===== config.mk =====
export PLATFORM = sky130hd
export DESIGN_NAME = max_subarray_sum_tracker
export DESIGN_NICKNAME = d
export VERILOG_FILES = /design/src/rtl/mss_pkg.sv /design/src/rtl/max_subarray_sum_tracker.sv
export SDC_FILE = /design/constraint.sdc
export NUM_CORES = 2
export LEC_CHECK = 0
export BUFFER_PORTS_ARGS = -buffer_cell sky130_fd_sc_hd__buf_2
export CAP_MARGIN = 20
export CORE_MARGIN = 2
export CORE_UTILIZATION = 55
export CTS_CLUSTER_SIZE = 12
export DETAILED_ROUTE_END_ITERATION = 6
export PLACE_DENSITY_LB_ADDON = 0.15
export SETUP_SLACK_MARGIN = 0.4
export SYNTH_ARGS = -nofsm -noshare
export SYNTH_HDL_FRONTEND = slang
export SYNTH_SLANG_ARGS = --single-unit

===== constraint.sdc =====
create_clock -name clk_i -period 16.25 [get_ports clk_i]
set_clock_uncertainty 0.15 [all_clocks]
set_input_delay 0.8125 -clock clk_i [delete_from_list [all_inputs] [get_ports clk_i]]
set_output_delay 0.8125 -clock clk_i [all_outputs]
set_load 0.05 [all_outputs]

===== src/rtl/mss_pkg.sv =====
// ----------------------------------------------------------------------------
// mss_pkg
// Shared widths and parameter defaults for the maximum subarray sum tracker.
// ----------------------------------------------------------------------------
`default_nettype none

package mss_pkg;

  // fixed field widths
  localparam int unsigned SUM_W      = 48;
  localparam int unsigned POS_W      = 17;
  localparam int unsigned IDX_W      = 16;
  localparam int unsigned PEAK_W     = 32;
  localparam int unsigned IN_DATA_W  = 32;
  localparam int unsigned OUT_DATA_W = 264;
  localparam int unsigned OUT_USER_W = 1;

  // parameter defaults
  localparam int unsigned MAX_LEN_DEF     = 65536;
  localparam int unsigned SAMPLE_BITS_DEF = 32;

  typedef logic signed [SUM_W-1:0]  sum_t;
  typedef logic signed [PEAK_W-1:0] peak_t;
  typedef logic [POS_W-1:0]         pos_t;
  typedef logic [IDX_W-1:0]         idx_t;

endpackage

`default_nettype wire


===== src/rtl/max_subarray_sum_tracker.sv =====
// ----------------------------------------------------------------------------
// max_subarray_sum_tracker
// Kadane tracker over one run of signed samples: best sum and span, best
// prefix, best suffix and run total, reported on the last sample of the run.
// ----------------------------------------------------------------------------
// a run-ending sample passes through the input register, then the output register
// throughput: one sample per cycle while not stalled; the single state update between the
//   input register and the state/result registers sets that figure
// a run-ending sample stalls in the input register only while the previous
//   result still waits in the output register and is not taken
// reset clears the run state and both valid flags; data registers are not reset
`default_nettype none

module max_subarray_sum_tracker
  import mss_pkg::*;
#(
  parameter int unsigned MAX_LEN     = MAX_LEN_DEF,
  parameter int unsigned SAMPLE_BITS = SAMPLE_BITS_DEF
) (
  input  wire logic                  clk_i,
  input  wire logic                  rst_ni,
  input  wire logic                  s_axis_tvalid_i,
  output logic                       s_axis_tready_o,
  // sample[31:0]
  input  wire logic [IN_DATA_W-1:0]  s_axis_tdata_i,
  input  wire logic                  s_axis_tlast_i,
  output logic                       m_axis_tvalid_o,
  input  wire logic                  m_axis_tready_i,
  // best_sum[47:0], best_start[64:48], best_end[81:65], prefix_sum[129:82],
  // prefix_end[146:130], suffix_sum[194:147], suffix_start[210:195],
  // run_total[258:211], zero pad[263:259]
  output logic [OUT_DATA_W-1:0]      m_axis_tdata_o,
  // too_long[0]
  output logic [OUT_USER_W-1:0]      m_axis_tuser_o
);

  // input register
  logic                 in_valid_q;
  logic [IN_DATA_W-1:0] sample_q;
  logic                 in_last_q;

  // run state
  sum_t  run_sum_q, run_sum_d;
  pos_t  run_start_q, run_start_d;
  sum_t  best_q, best_d;
  pos_t  best_first_q, best_first_d;
  pos_t  best_past_q, best_past_d;
  peak_t peak_q, peak_d;
  idx_t  peak_idx_q, peak_idx_d;
  sum_t  total_q, total_d;
  sum_t  pre_best_q, pre_best_d;
  pos_t  pre_past_q, pre_past_d;
  sum_t  min_pre_q, min_pre_d;
  idx_t  min_idx_q, min_idx_d;
  pos_t  pos_q, pos_d;
  logic  ovf_q, ovf_d;

  // output register
  logic                  out_valid_q;
  logic [OUT_DATA_W-1:0] out_data_q, out_data_d;
  logic                  out_user_q;

  logic stall, proc;

  // only a run-ending word needs room in the output register
  assign stall = in_valid_q & in_last_q & out_valid_q & ~m_axis_tready_i;
  assign proc  = in_valid_q & ~stall;

  assign s_axis_tready_o = ~stall;
  assign m_axis_tvalid_o = out_valid_q;
  assign m_axis_tdata_o  = out_data_q;
  assign m_axis_tuser_o  = out_user_q;

  always_comb begin
    sum_t  x;
    peak_t xp;
    pos_t  i_nxt;
    sum_t  run_b, best_b, tot_b, pre_b, minp_b;
    pos_t  rst_b, bfirst_b, bpast_b, ppast_b;
    peak_t peak_b;
    idx_t  pidx_b, minidx_b;
    sum_t  run_sum2, tot2, bsum;
    pos_t  bs, be;

    xp    = PEAK_W'($signed(sample_q[SAMPLE_BITS-1:0]));
    x     = SUM_W'(xp);
    i_nxt = pos_q + POS_W'(1);

    // first sample of a run seeds the state
    if (pos_q == '0) begin
      run_b    = '0;
      rst_b    = '0;
      best_b   = x;
      bfirst_b = '0;
      bpast_b  = POS_W'(1);
      peak_b   = xp;
      pidx_b   = '0;
      tot_b    = '0;
      pre_b    = x;
      ppast_b  = POS_W'(1);
      minp_b   = '0;
      minidx_b = '0;
    end else begin
      run_b    = run_sum_q;
      rst_b    = run_start_q;
      best_b   = best_q;
      bfirst_b = best_first_q;
      bpast_b  = best_past_q;
      peak_b   = peak_q;
      pidx_b   = peak_idx_q;
      tot_b    = total_q;
      pre_b    = pre_best_q;
      ppast_b  = pre_past_q;
      minp_b   = min_pre_q;
      minidx_b = min_idx_q;
    end

    run_sum_d    = run_sum_q;
    run_start_d  = run_start_q;
    best_d       = best_q;
    best_first_d = best_first_q;
    best_past_d  = best_past_q;
    peak_d       = peak_q;
    peak_idx_d   = peak_idx_q;
    total_d      = total_q;
    pre_best_d   = pre_best_q;
    pre_past_d   = pre_past_q;
    min_pre_d    = min_pre_q;
    min_idx_d    = min_idx_q;
    pos_d        = pos_q;
    ovf_d        = ovf_q;

    run_sum2 = run_b + x;
    tot2     = tot_b + x;

    if (pos_q >= POS_W'(MAX_LEN)) begin
      ovf_d = 1'b1;
    end else begin
      // minimum prefix before this sample, latest index on ties
      if (tot_b <= minp_b) begin
        min_pre_d = tot_b;
        min_idx_d = pos_q[IDX_W-1:0];
      end else begin
        min_pre_d = minp_b;
        min_idx_d = minidx_b;
      end
      if (run_sum2[SUM_W-1]) begin
        run_sum_d   = '0;
        run_start_d = i_nxt;
      end else begin
        run_sum_d   = run_sum2;
        run_start_d = rst_b;
      end
      if (run_sum_d > best_b) begin
        best_d       = run_sum_d;
        best_past_d  = i_nxt;
        best_first_d = run_start_d;
      end else begin
        best_d       = best_b;
        best_past_d  = bpast_b;
        best_first_d = bfirst_b;
      end
      if (peak_b < xp) begin
        peak_d     = xp;
        peak_idx_d = pos_q[IDX_W-1:0];
      end else begin
        peak_d     = peak_b;
        peak_idx_d = pidx_b;
      end
      total_d = tot2;
      if (tot2 > pre_b) begin
        pre_best_d = tot2;
        pre_past_d = i_nxt;
      end else begin
        pre_best_d = pre_b;
        pre_past_d = ppast_b;
      end
      pos_d = i_nxt;
    end

    // a zero best sum falls back to the first maximum element
    if (best_d == '0) begin
      bsum = SUM_W'(peak_d);
      bs   = POS_W'(peak_idx_d);
      be   = POS_W'(peak_idx_d) + POS_W'(1);
    end else begin
      bsum = best_d;
      bs   = best_first_d;
      be   = best_past_d;
    end

    out_data_d = {5'b0, total_d, min_idx_d, total_d - min_pre_d, pre_past_d, pre_best_d,
                  be, bs, bsum};
  end

  always_ff @(posedge clk_i or negedge rst_ni) begin
    if (!rst_ni) begin
      in_valid_q <= 1'b0;
    end else if (s_axis_tready_o) begin
      in_valid_q <= s_axis_tvalid_i;
    end
  end

  always_ff @(posedge clk_i) begin
    if (s_axis_tready_o && s_axis_tvalid_i) begin
      sample_q  <= s_axis_tdata_i;
      in_last_q <= s_axis_tlast_i;
    end
  end

  always_ff @(posedge clk_i or negedge rst_ni) begin
    if (!rst_ni) begin
      run_sum_q    <= '0;
      run_start_q  <= '0;
      best_q       <= '0;
      best_first_q <= '0;
      best_past_q  <= '0;
      peak_q       <= '0;
      peak_idx_q   <= '0;
      total_q      <= '0;
      pre_best_q   <= '0;
      pre_past_q   <= '0;
      min_pre_q    <= '0;
      min_idx_q    <= '0;
      pos_q        <= '0;
      ovf_q        <= 1'b0;
    end else if (proc) begin
      if (in_last_q) begin
        // run ends: clear for the next one
        run_sum_q    <= '0;
        run_start_q  <= '0;
        best_q       <= '0;
        best_first_q <= '0;
        best_past_q  <= '0;
        peak_q       <= '0;
        peak_idx_q   <= '0;
        total_q      <= '0;
        pre_best_q   <= '0;
        pre_past_q   <= '0;
        min_pre_q    <= '0;
        min_idx_q    <= '0;
        pos_q        <= '0;
        ovf_q        <= 1'b0;
      end else begin
        run_sum_q    <= run_sum_d;
        run_start_q  <= run_start_d;
        best_q       <= best_d;
        best_first_q <= best_first_d;
        best_past_q  <= best_past_d;
        peak_q       <= peak_d;
        peak_idx_q   <= peak_idx_d;
        total_q      <= total_d;
        pre_best_q   <= pre_best_d;
        pre_past_q   <= pre_past_d;
        min_pre_q    <= min_pre_d;
        min_idx_q    <= min_idx_d;
        pos_q        <= pos_d;
        ovf_q        <= ovf_d;
      end
    end
  end

  always_ff @(posedge clk_i or negedge rst_ni) begin
    if (!rst_ni) begin
      out_valid_q <= 1'b0;
    end else if (proc && in_last_q) begin
      out_valid_q <= 1'b1;
    end else if (m_axis_tready_i) begin
      out_valid_q <= 1'b0;
    end
  end

  always_ff @(posedge clk_i) begin
    if (proc && in_last_q) begin
      out_data_q <= out_data_d;
      out_user_q <= ovf_d;
    end
  end

endmodule

`default_nettype wire

==> run metrics <==
Detail Route Antenna Nets=0; Post-CTS Hold Buffers=0; unrepaired setup endpoints after global routing=false; CTS clock-pin slew for the worst setup and hold paths=60 ps; Die Ht=283 um; Cells after Synth=4,395; Max clock buf depth=3; DR vias=36,500; GR peak layer=met2; CP max FO=67; Seq pwr share=27.8%; Hold Slack=16.3 ps; dpl ws=4760 ps; GR Util met3=6.44%; initial antenna violation count=6; Yosys cell types=96; num rows=102; headroom to the max-slew limit=20.7%; Syn. warnings=0; All-Layer GR Usage=34.3%; mean post-synth cell area=9.75 um2; Num Clock Sinks=684; worst skew pair latency=660 ps; Slowest cell on crit path=buf_4; internal power=0.00502 W; DIE AREA=0.0802 mm2; CTS Buf Count=76; ys flop type=dfrtp_1; max incr delay on CP=660 ps; CP Class=reg -> reg; R2R cell count=32; Tmin final=11,890 ps; Most common cell on crit path=buf_4; P_sw=0.00440 W; worst path bufs/invs=6; Max Fclk=0.0841 GHz; First-pass DRT Iterations=6; max-slew violations=0; Final Worst Setup Slack=4360 ps; drt first-iter violations=4,048; CP endpoint kind=register; VDD IR max=141 uV; vias in the first global route=33,900; Crit path depth=32; R2R Path End=m_axis_tdata_o[61]; Worst-Margin Slew=1170 ps; pwr dens=197 mW/mm2; crit path DAT=12,140 ps; grt total ovfl=0; combinational share of power=53.8%; Routed WL=141,000 um; Hold Fails Final Rpt=0; GPL Wtd Cong=1.01; run status=complete, no violations; # IOs=304; Setup Buffers After CTS=0; Util after Layout=61.7%; LEAKAGE=21.2 nW; width of the die=283 um; CP Launch Type=register; nets=4,935; r2r startpoint=pos_q[0]; share of layout cells above drive strength 1=13.4%; Fill cells=6,617; final period utilization=73.2%; Max-cap violations=0; Required @ worst endpoint=16,500 ps; Root Buffer=clkbuf_16; first-pass GRT wire length=213,000 um; clock share of power=18.4%; Seq/Total Area, Yosys=43.3%; Final setup viols=0; Async S/R FF share, synth=57.2%; Tot Pwr=0.00941 W; CP delay by family, top=simple AND/OR/NAND/NOR gates; HP Class=in -> async; sw frac=46.7%; Routed wire per std cell=24.8 um; r2r setup slk=4360 ps; Layout area overhead=11.2%; routing usage on met1=50.8%; Core ar.=0.0773 mm2; largest net degree at the start of global routing=166; Initial Util=55.4%; CTS resizes=0; FF+latch count, synth=684; Synth Cell Area=0.0429 mm2; CTS tree=built; Synth top area share=22.8%; post-synth top area cell=dfrtp_1; via/cell ratio=6.42; htree depth=3; drt drc=0; M2 GR Usage=51.0%; hpwl dp=102,000 um; I/O Buffers=298; synth top area cells=dfrtp_1 23%, edfxtp_1 21%, ha_1 9.3%, a22o_1 5.8%, o21ai_0 4.3%; Setup Total Neg Slack=0 ps; number of synthesized flops with an enable pin=293
Yosys cell counts, types with 22 or more instances:
library cell,number
nand2_1,452
dfrtp_1,391
o21ai_0,372
a21oi_1,329
ha_1,318
edfxtp_1,293
a22o_1,283
nor2_1,233
clkbuf_1,184
inv_1,146
a21o_1,141
and2_1,130
xnor2_1,84
mux2i_1,83
nand3_1,71
a22oi_1,69
xor2_1,61
nor3_1,54
nand4_1,51
mux2_2,45
buf_1,40
and3_1,36
nand2b_1,31
nor2b_1,31
o31ai_1,31
a211oi_1,28
a31oi_1,26
o21a_1,26
o21bai_1,25
or3_1,23
o211ai_1,22
metrics by stage:
stage               std cells  instance area [um2]
floorplan                4399                42900
global placement         5538                45200
detailed placement       5538                45200
CTS                      5680                47700
global route             5682                47700
finish                   5682                47700
placed cells by master (no fill, tap or decap), types with 10 or more instances in the layout:
cell type    n
mux2i_1     83
nor3_1      52
nand2_1    450
o31ai_1     31
nand4_1     51
buf_2      297
edfxtp_1   293
nor2_1     228
o21ai_0    370
or3_1       21
mux2_2      45
a21o_1     140
xor2_1      61
a22oi_1     69
nand3_1     71
o21bai_1    25
a21oi_1    329
nor2b_1     31
a31oi_1     26
a22o_1     283
clkbuf_1    29
nand2b_1    30
dfrtp_1    390
and3_1      36
a211o_1     12
a211oi_1    28
nor4_1      20
buf_4       61
inv_1      145
o21a_1      26
xnor2_1     84
and2_1     129
a31o_2      19
ha_1       318
clkbuf_16   82
o211ai_1    22
or2_2       14
o21ai_1     10
kinds of logic after synthesis:
family / share of synthesized area (%)
AO/OA/AOI/OAI: 23.7
XOR/XNOR: 2.96
adder cells (fa/ha/maj): 9.42
buffers and inverters: 3.83
flip-flops: 43.3
multiplexers: 3.40
other: 0.00875
AND/OR/NAND/NOR: 13.4
power by group through the flow:
| stage | clock, W | sequential (W) | combinational (W) |
|---|---|---|---|
| detailed placement | 0 | 0.00264 | 0.00495 |
| finish | 0.00173 | 0.00262 | 0.00507 |
| CTS | 0.00175 | 0.00261 | 0.00498 |
| global route | 0.00182 | 0.00266 | 0.00548 |
| floorplan | 0 | 0.00305 | 0.00312 |
| global placement | 0 | 0.00263 | 0.00492 |
final cells by class:
type / count / area (um2) / share of cell area, %
multi-input cells: 3307 / 22700 / 47.7
clock inverters: 22 / 200 / 0.420
repair buffers: 362 / 2020 / 4.23
well taps: 1040 / 1300 / 2.73
diodes: 1 / 2.50 / 0.00525
inverters: 146 / 548 / 1.15
clock buffers: 120 / 2280 / 4.79
flip-flops and latches: 684 / 18600 / 39.0
worst max path at each step:
stage                          startpoint                 end  slack, ps
after detailed placement        pos_q[16]  m_axis_tdata_o[49]       4760
after global routing            pos_q[16]  m_axis_tdata_o[61]       3980
after CTS                       pos_q[16]  m_axis_tdata_o[49]       4750
after global placement          pos_q[16]  m_axis_tdata_o[66]       5000
final                            pos_q[0]  m_axis_tdata_o[61]       4360
after floorplan           m_axis_tready_i   m_axis_tdata_o[0]       3520
state kept, by name (all words and copies together) (netlist names):
register,count
m_axis_tuser_o,1
in_last_q,1
pre_past_q,17
peak_q,32
m_axis_tvalid_o,1
best_q,48
pre_best_q,48
best_past_q,17
run_start_q,17
best_first_q,17
m_axis_tdata_o,259
min_idx_q,16
min_pre_q,48
ovf_q,1
pos_q,17
in_valid_q,1
total_q,48
run_sum_q,47
peak_idx_q,16
sample_q,32
metal layers:
| metal | wire length, um | part of all wire (%) |
|---|---|---|
| met1 | 61500 | 44 |
| met2 | 60900 | 43 |
| met3 | 13700 | 9.7 |
| met4 | 4640 | 3.3 |
| met5 | 28 | 0.020 |
Power figures use the tool's default switching activity.
